`config.mk`:
```
export PLATFORM = sky130hd
export DESIGN_NAME = sthit_ctrl
export DESIGN_NICKNAME = d
export VERILOG_FILES = /design/src/design/sthit_pkg.sv /design/src/design/sthit_ctrl.sv
export SDC_FILE = /design/constraint.sdc
export NUM_CORES = 1
export LEC_CHECK = 0
export ABC_CLOCK_PERIOD_IN_PS = 2700
export BUFFER_PORTS_ARGS = -buffer_cell sky130_fd_sc_hd__buf_2
export CAP_MARGIN = 25
export CORE_MARGIN = 2
export CORE_UTILIZATION = 50
export CTS_BUF_LIST = sky130_fd_sc_hd__clkbuf_8
export CTS_CLUSTER_SIZE = 12
export DETAILED_ROUTE_END_ITERATION = 6
export PLACE_DENSITY = 0.82
export SLEW_MARGIN = 25
export SYNTH_ARGS = -nofsm -noshare
export SYNTH_HDL_FRONTEND = slang
export SYNTH_SLANG_ARGS = --single-unit
```
`constraint.sdc`:
```
create_clock -name clock -period 2.7 [get_ports clock]
set_clock_uncertainty 0.2 [all_clocks]
set_input_delay 0.675 -clock clock [delete_from_list [all_inputs] [get_ports clock]]
set_output_delay 0.675 -clock clock [all_outputs]
set_load 0.005 [all_outputs]
```
`src/design/sthit_pkg.sv`:
```
// ----------------------------------------------------------------------------
// Shape table hit test package
// Shared sizes, command and status codes, controller states and the
// command/status bundles between the controller and the datapath.
// ----------------------------------------------------------------------------
package sthit_pkg;

   localparam int MaxShapes = 16;
   localparam int MaxPoints = 256;
   localparam int CoordBits = 16;
   localparam int LabelBits = 32;

   localparam int ShapeIdxW = $clog2(MaxShapes);
   localparam int ShapeCntW = $clog2(MaxShapes + 1);
   localparam int PointIdxW = $clog2(MaxPoints);
   localparam int PointCntW = $clog2(MaxPoints + 1);
   localparam int PointW    = 2 * CoordBits;
   localparam int DiffW     = CoordBits + 1;
   // A squared difference must fit as a positive multiplier operand.
   localparam int MulOpW    = 2 * CoordBits + 1;
   localparam int ProdW     = 4 * CoordBits;
   localparam int NumProd   = 7;
   localparam int StepW     = $clog2(NumProd);

   localparam logic [2:0] KindRect     = 3'd0;
   localparam logic [2:0] KindCircle   = 3'd1;
   localparam logic [2:0] KindEllipse  = 3'd2;
   localparam logic [2:0] KindTriangle = 3'd3;
   localparam logic [2:0] KindPolygon  = 3'd4;

   localparam logic [1:0] StatusOk         = 2'd0;
   localparam logic [1:0] StatusShapesFull = 2'd1;
   localparam logic [1:0] StatusPointsFull = 2'd2;
   localparam logic [1:0] StatusNoShape    = 2'd3;

   typedef enum logic [1:0] {
      CMD_CLEAR  = 2'd0,
      CMD_OPEN   = 2'd1,
      CMD_APPEND = 2'd2,
      CMD_PICK   = 2'd3
   } cmd_type;

   typedef enum logic [3:0] {
      ST_IDLE,
      ST_SHAPE,
      ST_LD0,
      ST_LD1,
      ST_LD2,
      ST_CALC,
      ST_EVAL,
      ST_PB,
      ST_PWB,
      ST_PWA,
      ST_PEDGE,
      ST_PRD,
      ST_HIT,
      ST_DONE
   } state_type;

   typedef enum logic [2:0] {
      RD_OFF0,
      RD_OFF1,
      RD_OFF2,
      RD_LAST,
      RD_EDGE
   } rd_sel_type;

   typedef enum logic [1:0] {
      LD_NONE,
      LD_V0,
      LD_V1,
      LD_V2
   } ld_sel_type;

   typedef struct packed {
      logic             req_take;
      logic             shape_clr;
      logic             shape_inc;
      logic             rd_en;
      rd_sel_type       rd_sel;
      ld_sel_type       ld_sel;
      logic             mul_en;
      logic [StepW-1:0] step;
      logic             edge_clr;
      logic             edge_step;
      logic             res_load;
      logic             res_hit;
   } ctrl_cmd_type;

   typedef struct packed {
      logic       shape_end;
      logic [2:0] kind;
      logic       poly_short;
      logic       verdict;
      logic       edge_last;
      logic       out_free;
   } dp_stat_type;

   // Number of products each kind needs before its verdict, or per edge for a polygon.
   function automatic logic [StepW-1:0] steps_for_kind(input logic [2:0] kind);
      logic [StepW-1:0] n;
      case (kind)
         KindCircle:   n = StepW'(3);
         KindEllipse:  n = StepW'(7);
         KindTriangle: n = StepW'(6);
         KindPolygon:  n = StepW'(2);
         default:      n = '0;
      endcase
      return n;
   endfunction

endpackage

```
`src/design/sthit_ctrl.sv`:
```
// ----------------------------------------------------------------------------
// Shape table hit test controller
// Sequences table commands and the pick walk over shapes and polygon edges.
// ----------------------------------------------------------------------------
module sthit_ctrl (
   input  logic                    clock,
   input  logic                    reset,
   input  logic                    req_valid,
   output logic                    req_ready,
   input  logic [1:0]              req_command,
   input  sthit_pkg::dp_stat_type  stat,
   output sthit_pkg::ctrl_cmd_type cmd
);
   import sthit_pkg::*;

   state_type        state_ff, state_in;
   logic [StepW-1:0] step_ff, step_in;
   logic [StepW-1:0] nsteps;

   assign nsteps = steps_for_kind(stat.kind);

   always_ff @(posedge clock) begin
      if (reset) begin
         state_ff <= ST_IDLE;
      end else begin
         state_ff <= state_in;
      end
   end

   always_ff @(posedge clock) begin
      step_ff <= step_in;
   end

   always_comb begin
      state_in  = state_ff;
      step_in   = step_ff;
      req_ready = 1'b0;
      cmd       = '0;
      cmd.rd_sel = RD_OFF0;
      cmd.ld_sel = LD_NONE;
      cmd.step   = step_ff;
      unique case (state_ff)
         ST_IDLE: begin
            req_ready = 1'b1;
            if (req_valid) begin
               cmd.req_take = 1'b1;
               if (cmd_type'(req_command) == CMD_PICK) begin
                  cmd.shape_clr = 1'b1;
                  state_in      = ST_SHAPE;
               end else begin
                  state_in = ST_DONE;
               end
            end
         end
         ST_SHAPE: begin
            if (stat.shape_end) begin
               state_in = ST_DONE;
            end else begin
               cmd.rd_en  = 1'b1;
               cmd.rd_sel = RD_OFF0;
               state_in   = ST_LD0;
            end
         end
         ST_LD0: begin
            cmd.ld_sel = LD_V0;
            cmd.rd_en  = 1'b1;
            cmd.rd_sel = RD_OFF1;
            state_in   = ST_LD1;
         end
         ST_LD1: begin
            cmd.ld_sel = LD_V1;
            cmd.rd_en  = 1'b1;
            cmd.rd_sel = RD_OFF2;
            state_in   = ST_LD2;
         end
         ST_LD2: begin
            cmd.ld_sel = LD_V2;
            step_in    = '0;
            if (stat.kind == KindPolygon) begin
               state_in = stat.poly_short ? ST_EVAL : ST_PB;
            end else if (nsteps == '0) begin
               state_in = ST_EVAL;
            end else begin
               state_in = ST_CALC;
            end
         end
         ST_PB: begin
            cmd.rd_en    = 1'b1;
            cmd.rd_sel   = RD_LAST;
            cmd.edge_clr = 1'b1;
            state_in     = ST_PWB;
         end
         ST_PWB: begin
            cmd.ld_sel = LD_V1;
            cmd.rd_en  = 1'b1;
            cmd.rd_sel = RD_EDGE;
            state_in   = ST_PWA;
         end
         ST_PWA: begin
            cmd.ld_sel = LD_V0;
            step_in    = '0;
            state_in   = ST_CALC;
         end
         ST_CALC: begin
            cmd.mul_en = 1'b1;
            if (step_ff == nsteps - StepW'(1)) begin
               state_in = (stat.kind == KindPolygon) ? ST_PEDGE : ST_EVAL;
            end else begin
               step_in = step_ff + StepW'(1);
            end
         end
         ST_PEDGE: begin
            cmd.edge_step = 1'b1;
            state_in      = stat.edge_last ? ST_EVAL : ST_PRD;
         end
         ST_PRD: begin
            cmd.rd_en  = 1'b1;
            cmd.rd_sel = RD_EDGE;
            state_in   = ST_PWA;
         end
         ST_EVAL: begin
            if (stat.verdict) begin
               state_in = ST_HIT;
            end else begin
               cmd.shape_inc = 1'b1;
               state_in      = ST_SHAPE;
            end
         end
         ST_HIT: begin
            if (stat.out_free) begin
               cmd.res_load = 1'b1;
               cmd.res_hit  = 1'b1;
               state_in     = ST_IDLE;
            end
         end
         ST_DONE: begin
            if (stat.out_free) begin
               cmd.res_load = 1'b1;
               state_in     = ST_IDLE;
            end
         end
         default: state_in = ST_IDLE;
      endcase
   end

endmodule

```
* Yosys cells after proc, flatten, opt, wreduce, memory -nomap -nowiden *
Cells that the tools add are included.

word-level totals
  bits in registers = 7
  bits of input ports = 13
  output and inout port bits = 18
  word-level logic and storage cells = 68

operators by class
  add/sub/neg operators = 2
  eq/ne operators = 23
  muxes and demuxes = 31
  reductions and logical operators = 10

operator list
  kind                                                                   number
  4-bit case mux with 12 select lines                                    1
  4-bit two-way mux                                                      10
  4-bit equality test, second input constant                             6
  4-bit case mux with 5 select lines                                     1
  4-bit by 3-bit equality test with 1-bit output, second input constant  4
  3-bit case mux with 4 select lines                                     1
  1-bit two-way mux                                                      10
  2-bit OR reduction                                                     5
  4-bit by 2-bit equality test with 1-bit output, second input constant  2
  2-bit two-way mux                                                      4
  3-bit by 2-bit equality test with 1-bit output, second input constant  2
  2-bit != test, second input constant                                   3
  2-bit case mux with 3 select lines                                     1
  3-bit case mux with 2 select lines                                     1
  4-bit by 1-bit equality test with 1-bit output, second input constant  1
  4-bit logical NOT                                                      1
  3-bit by 1-bit adder with 3-bit output, second input constant          1
  3-bit by 1-bit equality test with 1-bit output, second input constant  1
  3-bit equality test                                                    1
  3-bit equality test, second input constant                             1
  3-bit logical NOT                                                      1
  3-bit two-way mux                                                      1
  3-bit AND reduction                                                    1
  3-bit by 1-bit subtractor with 3-bit output, second input constant     1
  5 further kinds                                                        5

* Longest topological paths before layout *
  depth after elaboration = 6
  mapped depth = 7
  gate-level depth less buffers = 5

* Worst setup path after synthesis *
Ideal clock, no wire load.

  path type = in2reg
  start = input stat[6] (netlist name)
  end = register step_ff[0], enable pin
  setup time = 0.255 ns
  data arrival time = 1.690 ns
  data required time = 2.245 ns
  slack = 0.555 ns
  cell stages on the path = 6
  path buffers = 1
  cell sequence = clkbuf_2 > nand4bb_1 > a31oi_1 > o21ai_0 > a21o_1 > a32o_1

between the ends
  word-level cells in the longest chain between the ends = 6
  elaborated cells on any way between the ends = 9
  classes of those cells = add/sub: 1; eq/ne: 6; mux: 1; reduce/logical: 1

ends and longest elaborated chain
  element                                        RTL line           text
  start: declaration                             sthit_ctrl.sv:11   input sthit_pkg::dp_stat_type stat,
  3-bit equality test (tied with other cells)    sthit_pkg.sv:102   case (kind)
  3-bit case mux with 4 select lines *           sthit_pkg.sv:102
  3-bit by 1-bit subtractor with 3-bit output *  sthit_ctrl.sv:106  if (step_ff == nsteps - StepW'(1)) begin
  3-bit equality test *                          sthit_ctrl.sv:106
  2-bit != test (no line) *                      -
  2-bit AND reduction (no line) *                -
  end signal: assignment                         sthit_ctrl.sv:31   step_ff <= step_in;
  end: declaration                               sthit_ctrl.sv:17   logic [StepW-1:0] step_ff, step_in;

Every way passes the cells marked *; elsewhere a longest branch is shown, timed or not.
A chain may end at the register's enable or synchronous reset.

==> impl_metrics.json <==
{
  "hold_violations": 0,
  "synth.avg_cell_area_um2": 6.91,
  "min_period_ns": 2.54,
  "synthTopCellsByCount": "nor2_1, a21oi_1, o21ai_0",
  "p_int_mw": 0.517,
  "arrival_ns": 1.67,
  "numPortBuffers": 30,
  "critPathKind": "flip-flop to primary output",
  "slew_viol_final": 0,
  "hpwlAfterDp_um": 1570,
  "syn2layout_area_growth_pct": 24.8,
  "clock-sinks": 7,
  "drive_above_1_share_pct": 26.8,
  "post-cts-setup-buffers": 0,
  "crit_required_ns": 1.82,
  "num_io_pins": 31,
  "cts_hold_buf": 0,
  "status": "finished clean",
  "p_clk_share_pct": 14.6,
  "hp-start": "reset",
  "max_freq_ghz": 0.394,
  "clk-insertion-delay-late_ns": 0.22,
  "end_kind": "primary output",
  "yosysTopAreaCell": "edfxtp_1",
  "vias": 957,
  "die_w_um": 43.7,
  "synth_cells": 114,
  "worst-r2r-cell-count": 6,
  "coreArea_um2": 1490,
  "cp_max_fo": 17,
  "wl_per_cell_um": 12.9,
  "drt_iter0_markers": 41,
  "yosysMostFrequentCell": "nor2_1",
  "grt_setup_unrepaired": "false",
  "syn-cell-area_um2": 788,
  "power_switching_mw": 0.443,
  "p_seq_share_pct": 28.2,
  "viasPerCell": 6.06,
  "setup_tns_ns": 0,
  "antenna_found_initial": 0,
  "root_buffer": "clkbuf_8",
  "yosys.area.top_type_share_pct": 11.4,
  "async_flop_share_pct": 0,
  "cts_resized": 0,
  "ant_nets": 0,
  "tightestPinTransition_ns": 0.500,
  "combinationalPowerShare_pct": 57.2,
  "num_rows": 14,
  "ys_dominant_reg_cell": "dfxtp_1",
  "layout.nets": 157,
  "place.gp.congestion": 0.894,
  "cellLeakagePower_nw": 0.457,
  "synth-edff-count": 3,
  "fin_cells": 158,
  "cts.clk_slew.worst_paths_ns": 0.04,
  "r2r-end": "state_ff[3]$_SDFFE_PP0P_",
  "htree_num_levels": 1,
  "dp_cells": 154,
  "min-delay-path-class": "input pin to flip-flop",
  "startpoint_type": "flip-flop",
  "start_util_pct": 52.9,
  "slew_headroom_pct": 66.6,
  "grt_first_pass_wirelength_um": 3690,
  "grt_max_degree": 18,
  "synth_cell_types": 40,
  "hold_end": "state_ff[0]$_SDFFE_PP0P_",
  "drv_cap": 0,
  "setup_violations": 0,
  "antenna_cells": 0,
  "grt_pass1_vias": 872,
  "whs_path_depth": 2,
  "synth_area_leaders": "edfxtp_1, dfxtp_1, nor2_1",
  "synth_nets": 128,
  "ys_ff_latch": 7,
  "yosys_warnings": 0,
  "ys_seq_area_share_pct": 21.6,
  "switching_share_pct": 46.2,
  "cp-startpoint": "state_ff[1]$_SDFFE_PP0P_",
  "cts_tree": "done",
  "first_pass_iters": 4,
  "r2r_slack_ns": 0.69,
  "die_y_um": 43.7,
  "finalWirelength_um": 2050,
  "cts_buffer_depth": 2,
  "ir_worst_vdd_v": 0.000591,
  "r2r-start": "state_ff[2]$_SDFFE_PP0P_",
  "die_area_um2": 1910,
  "grt_use_total_pct": 24.9,
  "p_per_area_nw_per_um2": 977,
  "cts_buffers": 3,
  "grt_overflow": 0,
  "timing.final.crit_share_pct": 94.1,
  "drc": 0
}
worst max path at each step:
stage	to	slack [ns]	depth (start not counted)
finish	cmd[13]	0.16	5
global route	cmd[9]	0.02	5
CTS	cmd[13]	0.15	5
detailed placement	cmd[13]	0.39	5
global placement	cmd[13]	0.46	5
floorplan	step_ff[0]$_SDFFCE_PN0P_	0.56	6
per-layer routing:
layer | GRT usage [%] | share of wire (%) | wire, um
met1 | 32.5 | 40 | 819
met2 | 41.5 | 51 | 1040
met3 | 6.25 | 9.3 | 191
met4 | 5.45 | 0 | 0
met5 | 0 | 0 | 0
final cells by class:
| cell class | count | area (um^2) |
|---|---|---|
| tap | 16 | 20.0 |
| multi-input combinational | 92 | 557 |
| clock buffer | 3 | 41.3 |
| sequential | 7 | 170 |
| timing repair buffer | 32 | 165 |
| inverter | 7 | 26.3 |
| fill | 127 | 505 |
| clock inverter | 1 | 3.75 |
cell usage in the layout (no fill, tap or decap), types with 3 or more instances in the layout:
master    instances
buf_2            30
nor2_1           14
a21oi_1           9
o21ai_0           9
inv_1             8
nand3_1           6
and3_1            5
nand2_1           5
nand2b_1          4
dfxtp_1           4
nor2b_1           3
and2_1            3
nor4_1            3
o21bai_1          3
clkbuf_8          3
edfxtp_1          3
critical path: stages (launching register included):
cell and delay (ns):
dfxtp_1 0.62, nor2b_1 0.16, and2_1 0.21, a211oi_1 0.21
o22ai_1 0.10, buf_2 0.13
cells by family after synthesis:
kind of cell	synth area share, %
compound gates	26.0
xor+xnor	1.11
fa+ha+maj	1.59
buf+inv	7.78
flops	21.6
simple gates	41.9
power groups by stage:
stage	Combinational, mW	Sequential (mW)	Clock (mW)
after CTS	0.550	0.267	0.145
after global routing	0.623	0.288	0.153
after global placement	0.542	0.265	0
after floorplan	0.439	0.203	0
final	0.549	0.271	0.140
after detailed placement	0.548	0.270	0
registers in the layout (all words and copies together), names as in the netlist:
| name | count |
|---|---|
| state_ff | 4 |
| step_ff | 3 |
stage by stage:
stage          power (mW)  setup slack (ns)  cell area [um^2]  hold WS, ns  utilization, %
2_1_floorplan       0.641             0.555               788        0.455               -
3_3_place_gp        0.808             0.463               938        0.481            63.0
3_5_place_dp        0.818             0.388               938        0.485            63.0
4_1_cts             0.962             0.150               983        0.448            66.1
5_1_grt              1.06            0.0240               983        0.457            66.1
6_report            0.961             0.160               983        0.450            66.1
Power figures use the tool's default switching activity.
